## src/rtl/core/telematics_frame_builder_bcc_assert.svh

```systemverilog
// Assertion macros shared by the frame builder RTL.
// Users must have signals named clock and reset in scope.
`ifndef TELEMATICS_FRAME_BUILDER_BCC_ASSERT_SVH
`define TELEMATICS_FRAME_BUILDER_BCC_ASSERT_SVH

// Plain invariant, checked on every edge outside reset.
`define TFB_ASSERT(label, prop, msg) \
   label: assert property (@(posedge clock) disable iff (reset) (prop)) else $error(msg);

// Same-cycle implication.
`define TFB_ASSERT_IMP(label, ante, cons, msg) \
   label: assert property (@(posedge clock) disable iff (reset) (ante) |-> (cons)) \
      else $error(msg);

// Next-cycle implication.
`define TFB_ASSERT_NXT(label, ante, cons, msg) \
   label: assert property (@(posedge clock) disable iff (reset) (ante) |=> (cons)) \
      else $error(msg);

`endif

```

## src/rtl/core/tfb_pkg.sv

```systemverilog
`timescale 1ns / 1ps
// Shared types and constants for the telematics frame builder.
// No dependencies.
package tfb_pkg;

   localparam int ID_BYTES = 17;

   localparam logic [7:0] START_MARK = 8'h23;

   localparam logic ACT_HEADER  = 1'b0;
   localparam logic ACT_PAYLOAD = 1'b1;

   localparam logic [1:0] CSR_ID_LO   = 2'd0;
   localparam logic [1:0] CSR_ID_HI   = 2'd1;
   localparam logic [1:0] CSR_ID_LAST = 2'd2;
   localparam logic [1:0] CSR_ENC     = 2'd3;

   localparam logic [7:0] ENC_RESET = 8'h01;

   // header byte positions: two marks, command, flag, ids, enc, length hi/lo
   localparam int HDR_BYTES   = ID_BYTES + 7;
   localparam int IDX_W       = $clog2(HDR_BYTES + 1);
   localparam logic [IDX_W-1:0] IDX_MARK2   = IDX_W'(1);
   localparam logic [IDX_W-1:0] IDX_CMD     = IDX_W'(2);
   localparam logic [IDX_W-1:0] IDX_FLAG    = IDX_W'(3);
   localparam logic [IDX_W-1:0] IDX_ID0     = IDX_W'(4);
   localparam logic [IDX_W-1:0] IDX_ENC     = IDX_W'(4 + ID_BYTES);
   localparam logic [IDX_W-1:0] IDX_LEN_HI  = IDX_W'(5 + ID_BYTES);
   localparam logic [IDX_W-1:0] IDX_LEN_LO  = IDX_W'(6 + ID_BYTES);
   localparam logic [IDX_W-1:0] IDX_HCHECK  = IDX_W'(HDR_BYTES);
   localparam logic [IDX_W-1:0] IDX_PCHECK  = IDX_W'(1);

   typedef struct packed {
      logic        action;
      logic [7:0]  command;
      logic [7:0]  response_flag;
      logic [15:0] payload_length;
      logic [7:0]  payload_byte;
   } req_type;

   typedef struct packed {
      logic [7:0] out_byte;
      logic       last_of_run;
      logic       end_of_frame;
   } rsp_type;

   // one queued job for the serializer
   typedef struct packed {
      logic        is_hdr;
      logic        closes;   // frame ends with this job: check byte follows
      logic [7:0]  command;
      logic [7:0]  response_flag;
      logic [15:0] payload_length;
      logic [7:0]  payload_byte;
   } job_type;

endpackage

```

## src/rtl/core/tfb_queue.sv

```systemverilog
`timescale 1ns / 1ps
// Two-entry job queue between the classifier and the serializer.
// Depends on tfb_pkg.
module tfb_queue
   import tfb_pkg::*;
(
   input  logic    clock,
   input  logic    reset,
   input  logic    push,
   input  job_type push_job,
   output logic    full,
   input  logic    pop,
   output logic    head_valid,
   output job_type head_job
);

   job_type    entries_ff [2];
   logic       wr_ptr_ff, wr_ptr_in;
   logic       rd_ptr_ff, rd_ptr_in;
   logic [1:0] count_ff, count_in;

   assign full       = (count_ff == 2'd2);
   assign head_valid = (count_ff != 2'd0);
   assign head_job   = entries_ff[rd_ptr_ff];

   always_comb begin
      wr_ptr_in = push ? ~wr_ptr_ff : wr_ptr_ff;
      rd_ptr_in = pop ? ~rd_ptr_ff : rd_ptr_ff;
      count_in  = count_ff + {1'b0, push} - {1'b0, pop};
   end

   always_ff @(posedge clock) begin
      if (reset) begin
         wr_ptr_ff <= 1'b0;
         rd_ptr_ff <= 1'b0;
         count_ff  <= 2'd0;
      end else begin
         wr_ptr_ff <= wr_ptr_in;
         rd_ptr_ff <= rd_ptr_in;
         count_ff  <= count_in;
      end
   end

   always_ff @(posedge clock) begin
      if (push) begin
         entries_ff[wr_ptr_ff] <= push_job;
      end
   end

`include "telematics_frame_builder_bcc_assert.svh"
   `TFB_ASSERT(a_q_count_bound, count_ff != 2'd3, "job queue count out of range")
   `TFB_ASSERT_IMP(a_q_no_overflow, push, !full, "push into full job queue")
   `TFB_ASSERT_IMP(a_q_no_underflow, pop, head_valid, "pop from empty job queue")

endmodule

```

## src/rtl/core/tfb_front.sv

```systemverilog
`timescale 1ns / 1ps
// Input classifier: tracks the open frame and its byte count, drops stray
// payload beats and queues jobs. Depends on tfb_pkg.
module tfb_front
   import tfb_pkg::*;
(
   input  logic    clock,
   input  logic    reset,
   input  logic    req_valid,
   output logic    req_ready,
   input  req_type req_data,
   output logic    push,
   output job_type push_job,
   input  logic    q_full
);

   logic        open_ff, open_in;
   logic [15:0] left_ff, left_in;
   logic        accept;
   logic        is_hdr;
   logic        pay_ok;

   assign req_ready = !q_full;
   assign accept    = req_valid && req_ready;
   assign is_hdr    = (req_data.action == ACT_HEADER);
   assign pay_ok    = open_ff && (left_ff != 16'd0);

   always_comb begin
      open_in = open_ff;
      left_in = left_ff;
      push    = 1'b0;
      push_job.is_hdr         = is_hdr;
      push_job.command        = req_data.command;
      push_job.response_flag  = req_data.response_flag;
      push_job.payload_length = req_data.payload_length;
      push_job.payload_byte   = req_data.payload_byte;
      push_job.closes         = is_hdr ? (req_data.payload_length == 16'd0)
                                       : (left_ff == 16'd1);
      if (accept) begin
         if (is_hdr) begin
            // a new header abandons whatever frame was open
            push    = 1'b1;
            left_in = req_data.payload_length;
            open_in = (req_data.payload_length != 16'd0);
         end else if (pay_ok) begin
            push    = 1'b1;
            left_in = left_ff - 16'd1;
            open_in = (left_ff != 16'd1);
         end else begin
            open_in = 1'b0;
         end
      end
   end

   always_ff @(posedge clock) begin
      if (reset) begin
         open_ff <= 1'b0;
         left_ff <= 16'd0;
      end else begin
         open_ff <= open_in;
         left_ff <= left_in;
      end
   end

`include "telematics_frame_builder_bcc_assert.svh"
   `TFB_ASSERT_IMP(a_front_open_count, open_ff, left_ff != 16'd0,
                   "open frame with no bytes left")

endmodule

```

## src/rtl/core/tfb_back.sv

```systemverilog
`timescale 1ns / 1ps
// Serializer: expands queued jobs into frame bytes, keeps the XOR check and
// the configuration registers, and drives the output register. Depends on tfb_pkg.
module tfb_back
   import tfb_pkg::*;
(
   input  logic        clock,
   input  logic        reset,
   input  logic        csr_we,
   input  logic [1:0]  csr_index,
   input  logic [63:0] csr_wdata,
   input  logic        head_valid,
   input  job_type     head_job,
   output logic        pop,
   output logic        rsp_valid,
   input  logic        rsp_ready,
   output rsp_type     rsp_data
);

   logic [63:0]       id_lo_ff;
   logic [63:0]       id_hi_ff;
   logic [7:0]        id_last_ff;
   logic [7:0]        enc_ff;

   logic [IDX_W-1:0]  idx_ff, idx_in;
   logic [7:0]        check_ff, check_in;
   logic              rsp_valid_ff, rsp_valid_in;
   rsp_type           rsp_data_ff, rsp_data_in;

   logic [135:0]      id_vec;
   logic [IDX_W-1:0]  id_sel;
   logic [7:0]        byte_val;
   logic              is_check;
   logic              is_last;
   logic              advance;

   assign id_vec = {id_last_ff, id_hi_ff, id_lo_ff};
   assign id_sel = idx_ff - IDX_ID0;

   always_comb begin
      if (head_job.is_hdr) begin
         is_check = (idx_ff == IDX_HCHECK);
         is_last  = head_job.closes ? (idx_ff == IDX_HCHECK) : (idx_ff == IDX_LEN_LO);
      end else begin
         is_check = (idx_ff == IDX_PCHECK);
         is_last  = head_job.closes ? (idx_ff == IDX_PCHECK) : 1'b1;
      end
   end

   always_comb begin
      if (is_check) begin
         byte_val = check_ff;
      end else if (!head_job.is_hdr) begin
         byte_val = head_job.payload_byte;
      end else if (idx_ff <= IDX_MARK2) begin
         byte_val = START_MARK;
      end else if (idx_ff == IDX_CMD) begin
         byte_val = head_job.command;
      end else if (idx_ff == IDX_FLAG) begin
         byte_val = head_job.response_flag;
      end else if (idx_ff < IDX_ENC) begin
         byte_val = id_vec[{id_sel, 3'b000} +: 8];
      end else if (idx_ff == IDX_ENC) begin
         byte_val = enc_ff;
      end else if (idx_ff == IDX_LEN_HI) begin
         byte_val = head_job.payload_length[15:8];
      end else begin
         byte_val = head_job.payload_length[7:0];
      end
   end

   // output register takes a new byte whenever it is empty or being drained
   assign advance = head_valid && (!rsp_valid_ff || rsp_ready);
   assign pop     = advance && is_last;

   always_comb begin
      idx_in       = idx_ff;
      check_in     = check_ff;
      rsp_valid_in = rsp_valid_ff && !rsp_ready;
      rsp_data_in  = rsp_data_ff;
      if (advance) begin
         idx_in                   = is_last ? '0 : idx_ff + IDX_W'(1);
         rsp_valid_in             = 1'b1;
         rsp_data_in.out_byte     = byte_val;
         rsp_data_in.last_of_run  = is_last;
         rsp_data_in.end_of_frame = is_check;
         // start marks are left out of the check
         if (head_job.is_hdr && idx_ff == '0) begin
            check_in = 8'h00;
         end else if (!is_check && !(head_job.is_hdr && idx_ff == IDX_MARK2)) begin
            check_in = check_ff ^ byte_val;
         end
      end
   end

   always_ff @(posedge clock) begin
      if (reset) begin
         idx_ff       <= '0;
         check_ff     <= 8'h00;
         rsp_valid_ff <= 1'b0;
      end else begin
         idx_ff       <= idx_in;
         check_ff     <= check_in;
         rsp_valid_ff <= rsp_valid_in;
      end
   end

   always_ff @(posedge clock) begin
      rsp_data_ff <= rsp_data_in;
   end

   always_ff @(posedge clock) begin
      if (reset) begin
         id_lo_ff   <= 64'd0;
         id_hi_ff   <= 64'd0;
         id_last_ff <= 8'd0;
         enc_ff     <= ENC_RESET;
      end else if (csr_we) begin
         unique case (csr_index)
            CSR_ID_LO:   id_lo_ff   <= csr_wdata;
            CSR_ID_HI:   id_hi_ff   <= csr_wdata;
            CSR_ID_LAST: id_last_ff <= csr_wdata[7:0];
            CSR_ENC:     enc_ff     <= csr_wdata[7:0];
            default:     ;
         endcase
      end
   end

   assign rsp_valid = rsp_valid_ff;
   assign rsp_data  = rsp_data_ff;

`include "telematics_frame_builder_bcc_assert.svh"
   `TFB_ASSERT_IMP(a_back_job_held, idx_ff != '0, head_valid,
                   "serializer mid-job with no job at queue head")
   `TFB_ASSERT_IMP(a_back_eof_last, rsp_valid_ff && rsp_data_ff.end_of_frame,
                   rsp_data_ff.last_of_run, "check beat not last of its run")

endmodule

```

## src/rtl/core/telematics_frame_builder_bcc.sv

```systemverilog
`timescale 1ns / 1ps
// Top level of the telematics frame builder with XOR block check.
// Depends on tfb_pkg, tfb_front, tfb_queue, tfb_back.
//
//   channel   handshake             payload
//   req       req_valid/req_ready   req_data  (req_type)
//   rsp       rsp_valid/rsp_ready   rsp_data  (rsp_type)
//   csr       csr_we                csr_index, csr_wdata
//
// One output beat per cycle while rsp_ready is high and a job is queued: a payload
// beat gives one byte (two when it closes the frame), a header gives ID_BYTES+7
// bytes (one more for zero length), all from the single-byte serializer.
// A two-entry job queue lets payload beats stream one per cycle; req stalls
// while both entries are taken, e.g. behind a header burst or rsp_ready low.
// Stray payload beats are consumed with no output.
// Synchronous reset clears all control state; no clearing pass is needed.
module telematics_frame_builder_bcc
   import tfb_pkg::*;
(
   input  logic        clock,
   input  logic        reset,
   input  logic        req_valid,
   output logic        req_ready,
   input  req_type     req_data,
   output logic        rsp_valid,
   input  logic        rsp_ready,
   output rsp_type     rsp_data,
   input  logic        csr_we,
   input  logic [1:0]  csr_index,
   input  logic [63:0] csr_wdata
);

   logic    push;
   job_type push_job;
   logic    q_full;
   logic    pop;
   logic    head_valid;
   job_type head_job;

   tfb_front u_front (
      .clock     (clock),
      .reset     (reset),
      .req_valid (req_valid),
      .req_ready (req_ready),
      .req_data  (req_data),
      .push      (push),
      .push_job  (push_job),
      .q_full    (q_full)
   );

   tfb_queue u_queue (
      .clock      (clock),
      .reset      (reset),
      .push       (push),
      .push_job   (push_job),
      .full       (q_full),
      .pop        (pop),
      .head_valid (head_valid),
      .head_job   (head_job)
   );

   tfb_back u_back (
      .clock      (clock),
      .reset      (reset),
      .csr_we     (csr_we),
      .csr_index  (csr_index),
      .csr_wdata  (csr_wdata),
      .head_valid (head_valid),
      .head_job   (head_job),
      .pop        (pop),
      .rsp_valid  (rsp_valid),
      .rsp_ready  (rsp_ready),
      .rsp_data   (rsp_data)
   );

endmodule

```

## config.mk

```make
export PLATFORM = sky130hd
export DESIGN_NAME = telematics_frame_builder_bcc
export DESIGN_NICKNAME = d
export VERILOG_FILES = /design/src/rtl/core/tfb_pkg.sv /design/src/rtl/core/tfb_queue.sv /design/src/rtl/core/tfb_front.sv /design/src/rtl/core/tfb_back.sv /design/src/rtl/core/telematics_frame_builder_bcc.sv
export VERILOG_INCLUDE_DIRS = /design/src /design/src/rtl/core
export SDC_FILE = /design/constraint.sdc
export NUM_CORES = 1
export LEC_CHECK = 0
export ABC_AREA = 1
export BUFFER_PORTS_ARGS = -buffer_cell sky130_fd_sc_hd__buf_4
export CAP_MARGIN = 20
export CORE_MARGIN = 4
export CORE_UTILIZATION = 60
export DETAILED_ROUTE_END_ITERATION = 8
export PLACE_DENSITY = 0.86
export SLEW_MARGIN = 20
export SYNTH_ARGS = -nofsm -noshare
export SYNTH_HDL_FRONTEND = slang
export SYNTH_HIERARCHICAL = 1
export SYNTH_SLANG_ARGS = --single-unit
```

## constraint.sdc

```tcl
create_clock -name clock -period 3.9 [get_ports clock]
set_input_delay 0.195 -clock clock [delete_from_list [all_inputs] [get_ports clock]]
set_output_delay 0.195 -clock clock [all_outputs]
set_load 0.1 [all_outputs]
```

==> results of run 1 <==
[per-stage QoR]
step	instance area (um2)	power (W)	hold slack, ps	utilization [%]	worst slack [ps]
3_3_place_gp	14100	0.00638	381	64.2	1090
6_report	16000	0.00918	-6.35	73.0	819
2_1_floorplan	13500	0.00583	264	-	698
3_5_place_dp	14100	0.00648	383	64.2	928
4_1_cts	16000	0.00913	5.43	73.0	889
5_1_grt	16000	0.00960	21.4	73.0	468
[final cells by class]
type,count,area (um2)
sequential,274,6430
fill,1482,5930
multi-input combinational,1197,5770
timing repair buffer,240,2080
clock buffer,44,835
inverter,136,510
tap,280,350
clock inverter,10,57.6
antenna,1,2.50
[layer usage]
| layer | wire length [um] | part of all wire (%) | GRT usage [%] |
|---|---|---|---|
| met5 | 0 | 0 | 0 |
| met4 | 1330 | 3.7 | 10.6 |
| met3 | 2830 | 7.9 | 3.50 |
| met2 | 17600 | 49 | 48.1 |
| met1 | 14100 | 39 | 35.2 |
[layout by cell type, fill, tap and decap left out, types with 2 or more instances in the layout]
cell           synthesis  final
mux2_2                 2      2
dfxtp_1              180    178
dlygate4sd3_1          0    105
nor2_1               373    371
nand3_1               74     74
clkinv_1               1      4
clkinv_2               0      2
inv_1                128    127
clkbuf_8               0      3
nor2_2                28     29
nor2_4                 5      6
a21oi_1               87     87
buf_4                 47    134
clkinv_4               0      2
xor2_1                 4      4
o21ai_0              160    160
nor3_1                14     14
ha_1                  13     13
nand4_1                2      2
nand2_4                2      2
nand2_1              346    345
clkbuf_1              52     10
edfxtp_1              94     94
inv_2                  7      9
nand3b_1               2      2
mux2_4                40     40
o211ai_1               2      2
o21ai_1               25     25
clkbuf_16              0     30
dfxtp_2                0      2
nand2_2               12     13
[path summary, 6_finish.rpt]
check / end / from / slack [ps] / depth (start not counted)
max: u_queue/count_ff[1]$_SDFF_PP0_ / u_back/idx_ff[2]$_SDFFE_PP0P_ / 820 / 17
min: u_back/rsp_valid$_SDFF_PP0_ / rsp_ready / -6 / 4
max reg2reg: u_queue/count_ff[1]$_SDFF_PP0_ / u_back/idx_ff[2]$_SDFFE_PP0P_ / 820 / 17
min reg2reg: u_back/id_hi_ff[56]$_SDFFE_PP0P_ / u_back/id_hi_ff[56]$_SDFFE_PP0P_ / 460 / 2
[power by group]
part / internal [W] / switching (W)
clock network: 0.00148 / 0.00111
registers: 0.00332 / 0.000188
logic: 0.000999 / 0.00209
[Yosys cell counts]
master    instances  area, um2
nor2_4            5       56.3
a21oi_1          87        435
nand2_1         346       1300
o21ai_0         160        801
clkbuf_1         52        195
nand2_2          12       75.1
inv_2             7       26.3
dfxtp_1         180       3600
o211ai_1          2       15.0
or2_2             1       6.26
buf_6             8       90.1
o21ai_1          25        125
o21ai_4           1       16.3
buf_4            47        353
nor3_1           14       70.1
nand3_1          74        370
mux2_4           40        601
nand2_4           2       22.5
clkinv_1          1       3.75
xor2_1            4       35.0
nor2_2           28        175
xnor2_1           1       8.76
nand2_8           1       20.0
buf_2            12       60.1
edfxtp_1         94       2820
inv_1           128        480
mux2_2            2       22.5
and2_1            1       6.26
buf_12            6        120
nand3b_1          2       15.0
nand4_1           2       12.5
nor2_1          373       1400
ha_1             13        163
a221oi_1          1       8.76
[cell families (layout without fill, tap and decap cells)]
family	after synthesis	count (layout)	share of synthesized area, %
xor gates and xnor gates	5	5	0.324
muxes	42	42	4.61
and+or+nand+nor	861	861	26.1
buffers and inverters	261	430	9.83
DFF	274	274	47.6
AOI/OAI and AO/OA	276	276	10.4
adders and majority gates	13	13	1.20
other	0	1	0
[worst max-delay path, cell delays in order (launching register included)]
cell and delay [ps]:
dfxtp_1 510, inv_2 240, ha_1 260, inv_1 70, nor2_2 50, inv_2 90, nor2_1 60, inv_2 90
nand2_1 60, a221oi_1 490, nor2_1 170, ha_1 320, inv_1 40, ha_1 180, inv_1 60, nand2_1 60
a21oi_1 150, nor2_1 70
[sequential cells by signal (all words and copies together), names as in the netlist, 2 cells and up, named ones only]
register            flops
u_queue/entries_ff     84
u_back/id_hi_ff        64
u_back/id_lo_ff        64
u_front/left_ff        16
u_back/rsp_data        10
u_back/check_ff         8
u_back/enc_ff           8
u_back/id_last_ff       8
u_back/idx_ff           5
u_queue/count_ff        2
==> results.json, run 1 <==
{
  "ys_ff_latch": 274,
  "violations": "hold timing",
  "ir_drop_uv": 554,
  "syn_nets": 1857,
  "drtIter0Drc": 1235,
  "netlist_area_um2": 13500,
  "ctsLongestPathBuffers": 3,
  "cp.required_ps": 4320,
  "arrival_ps": 3510,
  "io_pins": 124,
  "cts-hold-fix-buffers": 105,
  "hold_ws_ps": -6.35,
  "clock-sinks": 274,
  "clk_pin_slew_ps": 60,
  "grt_max_degree": 80,
  "finalCritPeriodShare_pct": 79.0,
  "maxSlewViolCount": 0,
  "drc_errors": 0,
  "worstSetupEndpointType": "flip-flop",
  "cts_resized": 0,
  "critPathMaxFanout": 20,
  "yosysSeqAreaShare_pct": 47.6,
  "area_delta_synth_final_pct": 18.6,
  "ant_nets": 0,
  "netlist_instances": 1732,
  "nets": 2003,
  "tns_ps": 0,
  "relSlewSlack_pct": 32.3,
  "first_pass_iters": 9,
  "clkLatencyLatePin_ps": 550,
  "maxCapViolations": 0,
  "hpwl_mm": 22.3,
  "path_class": "flip-flop to flip-flop",
  "chipHeight_um": 158,
  "dieArea_um2": 25000,
  "wirelength_mm": 35.9,
  "yosysWarnings": 6,
  "leakage_nw": 7.04,
  "ctsRootBufferMaster": "clkbuf_16",
  "synth_area_per_cell_um2": 7.80,
  "max_freq_mhz": 325,
  "grt_usage_pct": 27.6,
  "grt-ovfl-total": 0,
  "antenna_found_initial": 1,
  "wl_per_cell_um": 16.5,
  "timing.final.crit_period_ps": 3080,
  "grt_pass1_wl_mm": 56.2,
  "rows": 54,
  "hp-class": "input port to flip-flop",
  "cp-start-kind": "flip-flop",
  "cts_made_buffers": 29,
  "cts_setup_buffers": 0,
  "yosysUniqueCellTypes": 34,
  "place_inst": 2022,
  "h-tree-depth": 1,
  "gp_congestion": 0.937,
  "initial_core_util_pct": 61.5,
  "finalClockSkew_ps": 18.1,
  "setup_viol": 0,
  "cts_tree": "yes",
  "num_vias": 12200,
  "final_hold_viol_count": 1,
  "core_um2": 22000,
  "layout-drive-gt1-share_pct": 14.8,
  "rsz0062_at_grt": "no",
  "worst_pin_slew_ps": 1010,
  "grt_pass1_vias": 11600,
  "viasPerCell": 5.60,
  "stdcell_count": 2182,
  "port_buffers": 123,
  "die_w_um": 158,
  "status": "finished, violations left",
  "power_density_nw_per_um2": 573
}
Note: power is estimated with default switching activity, not from simulation.
==> run 2: changes to the inputs <==
Settings changed: ABC_AREA 1 to 0, CORE_UTILIZATION 60 to 54, PLACE_DENSITY 0.86 to 0.82.
Clock period 3.9 ns to 2.67 ns, I/O delays scaled along.
==> results.json, run 2 <==
{
  "worstSetupEndpointType": "flip-flop",
  "initial_core_util_pct": 55.1,
  "path_class": "flip-flop to flip-flop",
  "yosys-top-cells-area": "dfxtp_1 27%, edfxtp_1 21%, nand2_1 8.4%, a21oi_1 5.9%, mux2_4 4.5%",
  "wl_met2_mm": 18.1,
  "p_comb_share_pct": 32.5,
  "cts_made_buffers": 29,
  "final_hold_viol_count": 0,
  "p_int_w": 0.00905,
  "layout-drive-gt1-share_pct": 21.1,
  "synth_ff_type": "dfxtp_1",
  "yosysMostFrequentCell": "nand2_1",
  "wl_per_cell_um": 19.5,
  "viasPerCell": 6.00,
  "die_w_um": 166,
  "antenna_found_initial": 0,
  "regMostFlops": "u_queue/entries_ff",
  "maxCapViolations": 0,
  "h-tree-depth": 1,
  "cp.required_ps": 3120,
  "synth_top_family_by_area": "simple AND/OR/NAND/NOR gates",
  "port_buffers": 123,
  "dpl-instance-area_um2": 14500,
  "ctsLongestPathBuffers": 3,
  "relSlewSlack_pct": 49.5,
  "grt_usage_pct": 25.6,
  "power.total_w": 0.0138,
  "ant_nets": 0,
  "ys_ff_latch": 274,
  "area_delta_synth_final_pct": 23.0,
  "dr_wl_met3_mm": 2.99,
  "finalClockSkew_ps": 21.2,
  "netlist_instances": 1374,
  "synth_compound_gate_area_share_pct": 14.2,
  "rsz0062_at_grt": "no",
  "power_density_nw_per_um2": 831,
  "cp-start-kind": "flip-flop",
  "maxSlewViolCount": 0,
  "rows": 57,
  "dieArea_um2": 27500,
  "wirelength_mm": 36.9,
  "setup_viol": 0,
  "clk_pin_slew_ps": 60,
  "synth_mux_area_share_pct": 10.8,
  "grt_pass1_wl_mm": 58.6,
  "antenna_cells": 0,
  "clkLatencyLatePin_ps": 550,
  "synthTopCellsByCount": "302 x nand2_1, 180 x dfxtp_1, 159 x a21oi_1",
  "chipHeight_um": 166,
  "grt_max_degree": 97,
  "most-common-layout-cells": "302 x nand2_1, 177 x dfxtp_1, 168 x buf_4, 159 x a21oi_1, 107 x dlygate4sd3_1",
  "switching_share_pct": 34.2,
  "synthSimpleGateAreaFrac_pct": 18.5,
  "synth_area_per_cell_um2": 9.79,
  "gp_congestion": 0.949,
  "status": "completed",
  "final_common_cell": "nand2_1",
  "leakage_nw": 6.16,
  "yosysTopAreaCellShare_pct": 26.8,
  "finalCritPeriodShare_pct": 97.0,
  "critPathMaxFanout": 6,
  "io_pins": 124,
  "worst_pin_slew_ps": 758,
  "wl_met1_mm": 14.7,
  "first_pass_iters": 5,
  "async_flop_share_pct": 0,
  "grt-ovfl-total": 0,
  "num_vias": 11400,
  "drtIter0Drc": 1094,
  "clock_power_share_pct": 30.2,
  "hpwl_mm": 23.6,
  "clock-sinks": 274,
  "ctsRootBufferMaster": "clkbuf_16",
  "syn_nets": 1499,
  "synth_top_area_cell": "dfxtp_1",
  "synth_xor_area_share_pct": 0.484,
  "core_um2": 24400,
  "yosysUniqueCellTypes": 88,
  "synth_edf_count": 94,
  "p_seq_share_pct": 37.2,
  "hp-class": "input port to flip-flop",
  "top_layer": "met4",
  "yosysWarnings": 6,
  "largest_register_ffs": 84,
  "cts_setup_buffers": 0,
  "drc_errors": 0,
  "cts_tree": "yes",
  "max_freq_mhz": 386,
  "ir_drop_uv": 698,
  "grt_pass1_vias": 11000,
  "synthAdderAreaFrac_pct": 1.21,
  "yosysSeqAreaShare_pct": 47.8,
  "nets": 1672,
  "arrival_ps": 3040,
  "timing.final.crit_period_ps": 2590,
  "top_regs": "u_queue/entries_ff: 84 flops, u_back/id_hi_ff: 64 flops, u_back/id_lo_ff: 64 flops",
  "switching_power_w": 0.00471,
  "final_area_um2": 16500,
  "netlist_area_um2": 13400
}
run 2: cell types whose count changed after synthesis, moves of 17 or more:
cell,previous run,this run
a21oi_1,87,159
inv_1,128,23
mux2i_1,0,35
mux4_2,0,20
nand2_1,346,302
nand3_1,74,19
nand4_1,2,19
nor2_1,373,46
nor2_2,28,0
nor2b_1,0,18
o21ai_0,160,29
o21ai_1,25,1
run 2: per-stage QoR:
stage,std cells,setup TNS [ps],hold WS [ps],setup WS (ps),utilization [%]
2_1_floorplan,1374,-5660,200,-135,-
3_3_place_gp,1733,0,319,213,59.3
3_5_place_dp,1733,0,322,133,59.3
4_1_cts,1893,0,71.2,116,67.8
5_1_grt,1893,0,99.6,2.48,67.8
6_report,1893,0,100,80.6,67.8
run 2: cell families (layout without fill, tap and decap cells):
logic type,Yosys count,after routing
muxes,99,99
DFF,274,274
adders and majority gates,13,13
and+or+nand+nor,518,518
AOI/OAI and AO/OA,301,301
buffers and inverters,164,359
xor gates and xnor gates,5,5
run 2: worst paths after layout:
check                                        start  cells after the start                                to  slack [ps]
setup / recovery     u_back/idx_ff[2]$_SDFFE_PP0P_                      8   u_back/check_ff[0]$_SDFFE_PP0P_          80
hold / removal                        req_data[40]                      3  u_front/left_ff[15]$_SDFFE_PP0P_         100
setup reg to reg     u_back/idx_ff[2]$_SDFFE_PP0P_                      8   u_back/check_ff[0]$_SDFFE_PP0P_          80
hold reg to reg   u_back/id_hi_ff[40]$_SDFFE_PP0P_                      2  u_back/id_hi_ff[40]$_SDFFE_PP0P_         450
run 2: repair_timing:
action,CTS,global route
hold endpoints to repair,233,0
resized for setup,0,2
setup endpoints to repair,0,2
hold buffers,107,0
run 2: power by group through the flow:
| stage | clock network (W) | registers (W) | logic, W |
|---|---|---|---|
| floorplan | 0 | 0.00573 | 0.00273 |
| global placement | 0 | 0.00517 | 0.00420 |
| detailed placement | 0 | 0.00520 | 0.00426 |
| CTS | 0.00419 | 0.00511 | 0.00442 |
| global route | 0.00438 | 0.00516 | 0.00477 |
| finish | 0.00416 | 0.00512 | 0.00447 |
run 2: metal layers:
layer / vias up / global-route usage [%]
li1: 5242 / -
met1: 5460 / 34.3
met2: 576 / 43.3
met3: 83 / 3.33
met4: 0 / 8.18
met5: - / 0
run 2: critical path, stage by stage (launching register included):
cell and delay (ps):
dfxtp_1 360, clkinv_2 80, ha_1 380, nand2b_1 140, o22ai_1 70, or4_1 560, o2111a_1 200, or4_4 430
o41ai_2 270
run 2: final cells by class:
type                            count  area, um2
Sequential cell                   274       6430
Multi-Input combinational cell    936       6170
Clock buffer                       38        821
Fill cell                        1826       7850
Clock inverter                     15        176
Tap cell                          324        405
Inverter                           26        104
Timing Repair Buffer              280       2430
==> run 3: changes to the inputs <==
Settings changed: PLACE_DENSITY 0.82 to 0.87.
==> results.json, run 3 (same netlist as run 2, synthesis figures left out) <==
{
  "leakage_nw": 6.14,
  "drtIter0Drc": 1289,
  "final_area_um2": 16500,
  "worst_pin_slew_ps": 728,
  "grt_max_degree": 114,
  "cp-start-kind": "flip-flop",
  "finalClockSkew_ps": 28.9,
  "status": "completed",
  "layout-drive-gt1-share_pct": 21.5,
  "setup_viol": 0,
  "final_common_cell": "nand2_1",
  "arrival_ps": 3100,
  "ctsLongestPathBuffers": 3,
  "worstHoldEndpoint": "u_front/left_ff[4]$_SDFFE_PP0P_",
  "initial_core_util_pct": 55.1,
  "die_w_um": 166,
  "path_cells": "clkinv_2 > ha_1 > nand2b_1 > o22ai_1 > or4_1 > o2111a_1 > or4_4 > o41ai_2",
  "num_vias": 11600,
  "largest_register_ffs": 84,
  "hold_ws_ps": 45.5,
  "most-common-layout-cells": "302 x nand2_1, 177 x dfxtp_1, 173 x buf_4, 159 x a21oi_1, 107 x dlygate4sd3_1",
  "r2r_start": "u_back/idx_ff[2]$_SDFFE_PP0P_",
  "min_from": "req_data[40]",
  "ctsRootBufferMaster": "clkbuf_16",
  "power_density_nw_per_um2": 810,
  "rr_worst_depth": 8,
  "cp.required_ps": 3120,
  "final_hold_viol_count": 0,
  "grt_usage_pct": 26.4,
  "core_um2": 24400,
  "cts_made_buffers": 27,
  "place_inst": 1740,
  "finalCritPeriodShare_pct": 99.0,
  "area_delta_synth_final_pct": 22.4,
  "critPathTopFamily": "simple AND/OR/NAND/NOR gates",
  "gp_congestion": 0.970,
  "wirelength_mm": 38.2,
  "ant_nets": 0,
  "cts_setup_buffers": 0,
  "first_pass_iters": 6,
  "grt_pass1_vias": 11400,
  "maxCapViolations": 0,
  "chipHeight_um": 166,
  "dieArea_um2": 27500,
  "viasPerCell": 6.11,
  "hp-class": "input port to flip-flop",
  "timing.final.crit_period_ps": 2640,
  "hold_depth": 3,
  "clk_pin_slew_ps": 70,
  "path_class": "flip-flop to flip-flop",
  "critPathMaxFanout": 10,
  "h-tree-depth": 1,
  "rsz0062_at_grt": "yes",
  "antenna_cells": 0,
  "path_buf_inv": 1,
  "port_buffers": 123,
  "final_util_pct": 67.5,
  "nets": 1677,
  "hpwl_mm": 24.4,
  "max_freq_mhz": 378,
  "top_regs": "u_queue/entries_ff: 84 flops, u_back/id_hi_ff: 64 flops, u_back/id_lo_ff: 64 flops",
  "grt-ovfl-total": 0,
  "cts_tree": "yes",
  "wl_per_cell_um": 20.1,
  "ir_drop_uv": 830,
  "io_pins": 124,
  "rows": 57,
  "maxSlewViolCount": 0,
  "clock-sinks": 274,
  "stdcell_count": 1896,
  "r2r_end": "u_back/check_ff[0]$_SDFFE_PP0P_",
  "relSlewSlack_pct": 51.4,
  "regMostFlops": "u_queue/entries_ff",
  "grt_pass1_wl_mm": 60.1,
  "clkLatencyLatePin_ps": 550,
  "drc_errors": 0,
  "dpl-instance-area_um2": 14500,
  "reg2reg_slack_ps": 30,
  "critPathMaxStageDelay_ps": 550,
  "worstSetupEndpointType": "flip-flop",
  "slowest_stage": "or4_1",
  "antenna_found_initial": 1
}
## run 3: changes by cell type in the layout (fill, tap and decap cells not counted), moves of 3 or more
| cell | previous run | this run |
|---|---|---|
| clkinv_4 | 0 | 4 |
| clkbuf_1 | 4 | 7 |
| clkbuf_16 | 30 | 27 |
| buf_4 | 168 | 173 |
| clkinvlp_4 | 5 | 1 |
| bufinv_16 | 3 | 0 |
## run 3: per-layer routing
layer / part of all wire (%) / wire length, um / GRT usage (%)
met1: 38 / 14600 / 33.8
met2: 48 / 18200 / 43.8
met3: 8.6 / 3300 / 4.67
met4: 5.3 / 2010 / 12.2
met5: 0 / 0 / 0
## run 3: area by class of cell
class / count / area, um2
clock buffers: 37 / 743
clock inverters: 12 / 81.3
fillers: 1754 / 7930
inverters: 26 / 104
multi-input cells: 936 / 6190
flip-flops and latches: 274 / 6430
well taps: 324 / 405
repair buffers: 287 / 2500
## run 3: what timing repair did
action	in CTS	in global routing
setup endpoints to repair	0	12
hold endpoints to repair	233	0
hold buffers	107	0
resized for setup	0	10
## run 3: worst max path at each step
| stage | depth (start not counted) | end | startpoint |
|---|---|---|---|
| final | 8 | u_back/check_ff[0]$_SDFFE_PP0P_ | u_back/idx_ff[2]$_SDFFE_PP0P_ |
| after global routing | 8 | u_back/check_ff[0]$_SDFFE_PP0P_ | u_back/idx_ff[2]$_SDFFE_PP0P_ |
| after CTS | 9 | u_back/check_ff[0]$_SDFFE_PP0P_ | u_back/idx_ff[2]$_SDFFE_PP0P_ |
| after detailed placement | 9 | u_back/check_ff[0]$_SDFFE_PP0P_ | u_back/idx_ff[2]$_SDFFE_PP0P_ |
| after global placement | 9 | u_back/check_ff[0]$_SDFFE_PP0P_ | u_back/idx_ff[2]$_SDFFE_PP0P_ |
| after floorplan | 17 | u_queue/count_ff[1]$_SDFF_PP0_ | u_back/idx_ff[1]$_SDFFE_PP0P_ |
## run 3: tightest hold or removal path, stage by stage
cell and delay (ps):
buf_4 170, a211oi_1 90, o32ai_1 130
## run 3: power breakdown
part / switching, W / leakage [nW] / internal [W]
combinational: 0.00280 / 3.40 / 0.00181
clock: 0.00166 / 0.407 / 0.00196
sequential: 0.000265 / 2.33 / 0.00485
total: 0.00472 / 6.14 / 0.00862
## run 3: metrics by stage
step,power [W],setup WS [ps],TNS (ps)
finish,0.0133,26.0,0
global placement,0.00945,130,0
detailed placement,0.00954,37.1,0
CTS,0.0132,1.55,0
global route,0.0138,-64.4,-64.4
floorplan,0.00845,-135,-5660
